<file path="src/rtl/uft_pkg.sv">
// Package for the identifier forwarding table: table geometry, entry and
// result types, state and register index codes. No dependencies.
`default_nettype none

package uft_pkg;

  localparam int unsigned TableEntries = 32;
  localparam int unsigned IdxW         = $clog2(TableEntries);
  localparam int unsigned CntW         = $clog2(TableEntries + 1);

  localparam logic [31:0] IdBroadcast = 32'd0;
  localparam logic [31:0] IdService   = 32'd1;

  typedef enum logic [1:0] {
    KIND_NONE    = 2'd0,
    KIND_STACK   = 2'd1,
    KIND_EXT_ONE = 2'd2,
    KIND_EXT_TWO = 2'd3
  } kind_e;

  typedef enum logic [1:0] {
    CFG_MASTER_ENABLED = 2'd0,
    CFG_EXT_ONE_MASTER = 2'd1,
    CFG_EXT_TWO_MASTER = 2'd2,
    CFG_STACK_COUNT    = 2'd3
  } cfg_idx_e;

  typedef enum logic [1:0] {
    ST_IDLE,
    ST_SEARCH,
    ST_EMIT
  } state_e;

  typedef struct packed {
    logic [31:0] id;
    logic [1:0]  kind;
    logic [7:0]  option;
  } entry_t;

  typedef struct packed {
    logic       add_done;
    logic       table_full;
    logic       found;
    logic       send_stack;
    logic [7:0] stack_addr;
    logic       broadcast_stacks;
    logic       send_ext_one;
    logic       send_ext_two;
    logic       to_service;
  } result_t;

endpackage

`default_nettype wire

</file>
<file path="src/rtl/uid_forwarding_table_core.sv">
// Identifier forwarding table: append-only table memory with a first-match
// search that reads one entry per cycle. Depends on uft_pkg.
`default_nettype none

// An add, a forward of the broadcast or service identifier and a lookup in
// an empty table pass from input transfer through the EMIT state to the
// output register. Other lookups first scan up to 32 entries in SEARCH,
// stopping at a match or the last entry: the single read port of the
// table memory delivers one entry per cycle. One item is in work at a time;
// the input stalls until its result has moved into the output register,
// which then holds it while the next item is taken. Configuration writes
// take effect at once and are expected only while no item is in work.
module uid_forwarding_table_core (
  input  wire logic        clk_i,
  input  wire logic        rst_ni,
  input  wire logic        cfg_we_i,
  input  wire logic [1:0]  cfg_index_i,
  input  wire logic [3:0]  cfg_data_i,
  input  wire logic        in_valid_i,
  output logic             in_stall_o,
  input  wire logic        mode_i,
  input  wire logic [31:0] device_id_i,
  input  wire logic [1:0]  dest_kind_i,
  input  wire logic [7:0]  dest_option_i,
  input  wire logic        from_network_i,
  output logic             out_valid_o,
  input  wire logic        out_stall_i,
  output logic             add_done_o,
  output logic             table_full_o,
  output logic             found_o,
  output logic             send_stack_o,
  output logic [7:0]       stack_addr_o,
  output logic             broadcast_stacks_o,
  output logic             send_ext_one_o,
  output logic             send_ext_two_o,
  output logic             to_service_o
);
  import uft_pkg::*;

  state_e             state_q, state_d;
  logic               master_q, ext1_q, ext2_q;
  logic [3:0]         stack_cnt_q;
  logic [CntW-1:0]    count_q, count_d;
  logic [IdxW-1:0]    idx_q, idx_d;
  logic [31:0]        id_q;
  result_t            res_q, res_d;
  result_t            out_q;
  logic               out_valid_q;
  entry_t             entry_mem_q [TableEntries];
  entry_t             rd_entry_q;
  logic               mem_we;
  logic [IdxW-1:0]    raddr;
  entry_t             wdata;
  logic               in_xfer;
  logic               out_free;
  logic               is_full;
  logic               last_idx;

  function automatic result_t fwd_result(logic hit, logic [1:0] kind, logic [7:0] option,
                                         logic master, logic e1, logic e2);
    result_t r;
    r = '0;
    r.found = hit;
    if (hit && kind == KIND_STACK) begin
      r.send_stack = 1'b1;
      r.stack_addr = option;
    end else if (master) begin
      if (hit && kind == KIND_EXT_ONE) begin
        r.send_ext_one = e1;
      end else if (hit && kind == KIND_EXT_TWO) begin
        r.send_ext_two = e2;
      end else begin
        r.send_ext_one = e1;
        r.send_ext_two = e2;
      end
    end
    return r;
  endfunction

  assign in_stall_o = (state_q != ST_IDLE);
  assign in_xfer    = in_valid_i && !in_stall_o;
  assign out_free   = !out_valid_q || !out_stall_i;
  assign is_full    = (count_q == CntW'(TableEntries));
  assign last_idx   = ((CntW'(idx_q) + CntW'(1)) == count_q);

  always_comb begin
    state_d = state_q;
    case (state_q)
      ST_IDLE: begin
        if (in_xfer) begin
          if (mode_i && device_id_i != IdBroadcast && device_id_i != IdService &&
              count_q != '0) begin
            state_d = ST_SEARCH;
          end else begin
            state_d = ST_EMIT;
          end
        end
      end
      ST_SEARCH: begin
        if (rd_entry_q.id == id_q || last_idx) begin
          state_d = ST_EMIT;
        end
      end
      ST_EMIT: begin
        if (out_free) begin
          state_d = ST_IDLE;
        end
      end
      default: state_d = ST_IDLE;
    endcase
  end

  always_comb begin
    res_d   = res_q;
    count_d = count_q;
    idx_d   = idx_q;
    mem_we  = 1'b0;
    raddr   = '0;
    wdata   = '{id: device_id_i, kind: dest_kind_i, option: dest_option_i};
    case (state_q)
      ST_IDLE: begin
        idx_d = '0;
        if (in_xfer) begin
          res_d = '0;
          if (!mode_i) begin
            if (is_full) begin
              res_d.table_full = 1'b1;
            end else begin
              res_d.add_done = 1'b1;
              mem_we         = 1'b1;
              count_d        = count_q + CntW'(1);
            end
          end else if (device_id_i == IdBroadcast) begin
            res_d.broadcast_stacks = (stack_cnt_q != '0);
            res_d.send_ext_one     = ext1_q;
            res_d.send_ext_two     = ext2_q;
          end else if (device_id_i == IdService) begin
            res_d.to_service = from_network_i;
          end else begin
            res_d = fwd_result(1'b0, KIND_NONE, 8'd0, master_q, ext1_q, ext2_q);
          end
        end
      end
      ST_SEARCH: begin
        raddr = idx_q + IdxW'(1);
        idx_d = idx_q + IdxW'(1);
        if (rd_entry_q.id == id_q) begin
          res_d = fwd_result(1'b1, rd_entry_q.kind, rd_entry_q.option,
                             master_q, ext1_q, ext2_q);
        end else if (last_idx) begin
          res_d = fwd_result(1'b0, KIND_NONE, 8'd0, master_q, ext1_q, ext2_q);
        end
      end
      ST_EMIT: begin
      end
      default: begin
      end
    endcase
  end

  always_ff @(posedge clk_i) begin
    if (mem_we) begin
      entry_mem_q[count_q[IdxW-1:0]] <= wdata;
    end
    rd_entry_q <= entry_mem_q[raddr];
  end

  always_ff @(posedge clk_i or negedge rst_ni) begin
    if (!rst_ni) begin
      state_q     <= ST_IDLE;
      count_q     <= '0;
      out_valid_q <= 1'b0;
      master_q    <= 1'b0;
      ext1_q      <= 1'b0;
      ext2_q      <= 1'b0;
      stack_cnt_q <= '0;
    end else begin
      state_q <= state_d;
      count_q <= count_d;
      if (state_q == ST_EMIT && out_free) begin
        out_valid_q <= 1'b1;
      end else if (!out_stall_i) begin
        out_valid_q <= 1'b0;
      end
      if (cfg_we_i) begin
        case (cfg_idx_e'(cfg_index_i))
          CFG_MASTER_ENABLED: master_q    <= cfg_data_i[0];
          CFG_EXT_ONE_MASTER: ext1_q      <= cfg_data_i[0];
          CFG_EXT_TWO_MASTER: ext2_q      <= cfg_data_i[0];
          CFG_STACK_COUNT:    stack_cnt_q <= cfg_data_i;
          default: begin
          end
        endcase
      end
    end
  end

  always_ff @(posedge clk_i) begin
    idx_q <= idx_d;
    res_q <= res_d;
    if (in_xfer) begin
      id_q <= device_id_i;
    end
    if (state_q == ST_EMIT && out_free) begin
      out_q <= res_q;
    end
  end

  assign out_valid_o        = out_valid_q;
  assign add_done_o         = out_q.add_done;
  assign table_full_o       = out_q.table_full;
  assign found_o            = out_q.found;
  assign send_stack_o       = out_q.send_stack;
  assign stack_addr_o       = out_q.stack_addr;
  assign broadcast_stacks_o = out_q.broadcast_stacks;
  assign send_ext_one_o     = out_q.send_ext_one;
  assign send_ext_two_o     = out_q.send_ext_two;
  assign to_service_o       = out_q.to_service;

`ifndef SYNTHESIS
  a_count_bound: assert property (@(posedge clk_i) disable iff (!rst_ni)
    count_q <= CntW'(TableEntries))
    else $error("entry count beyond table size");

  a_search_in_range: assert property (@(posedge clk_i) disable iff (!rst_ni)
    state_q == ST_SEARCH |-> CntW'(idx_q) < count_q)
    else $error("search index past filled entries");

  a_add_grows: assert property (@(posedge clk_i) disable iff (!rst_ni)
    in_xfer && !mode_i && !is_full |=> count_q == $past(count_q) + CntW'(1))
    else $error("add did not advance entry count");

  a_one_outcome: assert property (@(posedge clk_i) disable iff (!rst_ni)
    out_valid_q |-> $onehot0({out_q.add_done, out_q.table_full, out_q.found}))
    else $error("conflicting result flags");

  a_addr_zero: assert property (@(posedge clk_i) disable iff (!rst_ni)
    out_valid_q && !out_q.send_stack |-> out_q.stack_addr == 8'd0)
    else $error("stack address set without send_stack");
`endif

endmodule

`default_nettype wire
</file>
<file path="config.mk">
export PLATFORM = sky130hd
export DESIGN_NAME = uid_forwarding_table_core
export DESIGN_NICKNAME = d
export VERILOG_FILES = /design/src/rtl/uft_pkg.sv /design/src/rtl/uid_forwarding_table_core.sv
export SDC_FILE = /design/constraint.sdc
export NUM_CORES = 2
export LEC_CHECK = 0
export ABC_AREA = 1
export ABC_CLOCK_PERIOD_IN_PS = 10200
export BUFFER_PORTS_ARGS = -buffer_cell sky130_fd_sc_hd__buf_2
export CAP_MARGIN = 5
export CORE_ASPECT_RATIO = 0.9
export CORE_MARGIN = 3
export CORE_UTILIZATION = 60
export DETAILED_ROUTE_END_ITERATION = 7
export HOLD_SLACK_MARGIN = 0.15
export PLACE_DENSITY_LB_ADDON = 0.1
export SLEW_MARGIN = 20
export SYNTH_ARGS = -nofsm -noshare
export SYNTH_HDL_FRONTEND = slang
export SYNTH_SLANG_ARGS = --single-unit
export TNS_END_PERCENT = 20
</file>
<file path="constraint.sdc">
create_clock -name clk_i -period 10.2 [get_ports clk_i]
set_input_delay 2.04 -clock clk_i [delete_from_list [all_inputs] [get_ports clk_i]]
set_output_delay 2.04 -clock clk_i [all_outputs]
set_load 0.005 [all_outputs]
</file>
==> run summary <==
Status = completed
Worst setup startpoint = state_q[0]
Clock root cell = clkbuf_16
HP Start = res_q[11]
Core area = 99150 um2
Critical R2R Launch = state_q[0]
Adder-cell area share of the yosys netlist = 0.001032
Yosys warnings = 0
Count of final setup violators = 0
Cells after Synth = 5026
Post-route minimum period = 4.648 ns
Slew margin rel. = 0.09312
Largest net degree at the start of global routing = 213
Post-layout nets = 5088
Die X = 341.0 um
Gp weighted congestion = 0.8179
CTS tree = yes
Vias = 37830
CTS max path bufs = 3
Mapped Area = 60590 um2
Global-route wire length before repair = 222800 um
Syn nets = 5086
Post-synth top area share = 0.7003
IO Port Bufs = 72
Main synth FF type = edfxtp_1
Clk pin slew, worst setup/hold paths = 0.06 ns
Worst path cell trace = inv_2 -> nor2_4 -> nand2_8 -> buf_4 -> buf_12 -> buf_4 -> nand2_1 -> o21ai_0 -> nand2_1 -> nand3_1 -> nand3_1 -> nand2_1 -> nand2_1 -> nand2_1
Vias per cell = 5.836
Pwr/cell area = 181.7 nW/um2
Routed wire per std cell = 23.19 um
Vias in the first global route = 35000
Initial antenna violation count = 2
Cts bufs inserted = 147
Final setup slack of the worst path = 5.552 ns
Commonest cells post-synth = 1413 x edfxtp_1, 1048 x nand2_1, 717 x inv_1, 527 x nand3_1, 336 x o211ai_1
Synth Area in XOR/XNOR = 0.005493
Worst path slowest cell = buf_4
CP most frequent cell = nand2_1
Synthesis-to-finish area growth = 9.937%
Async SR Flop Fraction = 0.01088
RSZ-0062 raised after global routing = false
MaxCap Viol Count = 0
Multiplexer share of the synthesized area = 0.0005575
Setup TNS = 0 ns
Total GRT Usage = 0.2867
H-tree depth = 4
Pre-CTS setup slack = 4.999 ns
Post-detail-place hpwl = 77380 um
Static Leak = 24.01 nW
Seq cells post-synth = 1471
Clock tree sinks = 1471
Post-synth EDFFs = 1413
Count leader, synth = edfxtp_1
Post-synthesis sequential area ratio = 0.7208
Clock Latency Late Sink = 0.75 ns
Synth Area in Simple Gates = 0.1166
Ant diodes = 0
Initial drt markers = 4813
Post-CTS setup buffers = 0
Fmax = 215.1 MHz
Ports = 73
Largest area contributor in the netlist = edfxtp_1
Die height = 307.5 um
Fin. max-slew vios = 0
Compound-cell area share of the yosys netlist = 0.08324
Tcrit/Tclk final = 0.4557
Tot Pwr = 0.01211 W
Hold Violations, Final = 0
Routed Antenna Nets = 0
Crit path launch type = flop
Starting Density = 0.6111
Max incr delay on CP = 0.87 ns
Crit end category = flop
Synthesized area per cell = 12.06 um2
Hold-fix buffers, CTS = 0
Final wirelength = 150300 um
Largest family of logic cells by synthesized area = simple AND/OR/NAND/NOR gates
Worst-margin pin slew = 1.360 ns
Die area = 104800 um2
Share of cells above drive strength 1 = 0.08563
Critical Path RT = 10.87 ns
Grt ovf = 0
Worst Skew = 0.02455 ns
Maximum vdd drop = 0.1627 mV
Distinct cells, synth = 32
Arrival time at the worst endpoint = 5.32 ns
Synth top area cells = edfxtp_1 70%, nand2_1 6.5%, inv_1 4.4%
DRC violations left = 0
CP max FO = 212
Setup Crit Path Kind = flop to flop
Number of cells upsized or downsized after cts = 0
Worst min path class = flop to flop
Num rows = 109
Drt first pass iters = 6
==> sequential cells by signal, indices dropped and copies added (netlist names), 2 cells and up <==
signal / flops
res_q: 16
idx_q: 5
state_q: 2
stack_addr_o: 8
count_q: 6
id_q: 32
entry_mem_q: 1344
stack_cnt_q: 4
rd_entry_q: 42
==> kinds of logic after synthesis <==
| family | after synthesis |
|---|---|
| compound gates | 810 |
| simple gates | 1690 |
| buf+inv | 1009 |
| fa+ha+maj | 5 |
| xor+xnor | 38 |
| flops | 1471 |
| mux | 3 |
==> worst paths after layout <==
path / endpoint / slack [ns] / cells after the start
setup / recovery: rd_entry_q[37] / 5.55 / 14
min in group asynchronous: count_q[0] / 1.24 / 1
max in group asynchronous: count_q[1] / 8.64 / 1
setup reg to reg: rd_entry_q[37] / 5.55 / 14
hold / removal: stack_addr_o[7] / 0.42 / 0
hold reg to reg: stack_addr_o[7] / 0.42 / 0
==> worst max-delay path: cells and delay by family, from the launching register on <==
family	cells	cell delay, ns
compound gates	1	0.12
buf+inv	4	2.42
flops	1	0.44
simple gates	9	1.33
==> report_power, final <==
group,switching [W],internal [W],total [W]
registers,0.00000295,0.00662,0.00662
logic,0.000100,0.0000152,0.000115
clock network,0.00224,0.00314,0.00537
total,0.00234,0.00977,0.0121
==> final cells by class <==
| type | count | area, um2 |
|---|---|---|
| Sequential cell | 1471 | 43670 |
| Fill cell | 7100 | 32540 |
| Multi-Input combinational cell | 2546 | 12800 |
| Clock buffer | 196 | 4101 |
| Inverter | 724 | 2740 |
| Tap cell | 1332 | 1667 |
| Timing Repair Buffer | 138 | 905.9 |
| Clock inverter | 75 | 723.2 |
==> stage by stage <==
step                      hold WS (ns)  cells  instance area, um2    util
after floorplan                 0.4003   5026               60590       -
after global placement          0.4011   6211               61790  0.6232
after detailed placement        0.4054   6211               61790  0.6232
after CTS                       0.4181   6482               66610  0.6718
after global routing            0.4232   6482               66610  0.6718
final                           0.4187   6482               66610  0.6718
==> cells in the final DEF (no fill, tap or decap), types with 2 or more instances in the layout <==
| cell | instances |
|---|---|
| a21oi_1 | 87 |
| a21oi_2 | 40 |
| buf_12 | 4 |
| buf_2 | 72 |
| buf_4 | 62 |
| bufinv_16 | 12 |
| clkbuf_1 | 33 |
| clkbuf_16 | 154 |
| clkbuf_8 | 9 |
| clkinv_1 | 27 |
| clkinv_2 | 27 |
| clkinv_8 | 5 |
| dfrtp_1 | 16 |
| dfxtp_1 | 42 |
| edfxtp_1 | 1413 |
| ha_1 | 5 |
| inv_1 | 715 |
| inv_2 | 5 |
| inv_6 | 3 |
| inv_8 | 2 |
| mux2_2 | 3 |
| nand2_1 | 1048 |
| nand3_1 | 527 |
| nor2_1 | 63 |
| nor2_4 | 35 |
| nor3_1 | 6 |
| nor3_2 | 2 |
| nor4_1 | 4 |
| o211ai_1 | 336 |
| o21ai_0 | 206 |
| o21ai_1 | 140 |
| xnor2_1 | 32 |
| xor2_1 | 6 |
==> routing by layer <==
metal	share of wire	global-route usage	vias up
li1	-	-	17450
met1	0.43	0.4279	18490
met2	0.46	0.4422	1647
met3	0.087	0.04287	247
met4	0.026	0.08912	0
met5	0	0	-
Note: power is estimated with default switching activity, not from simulation.
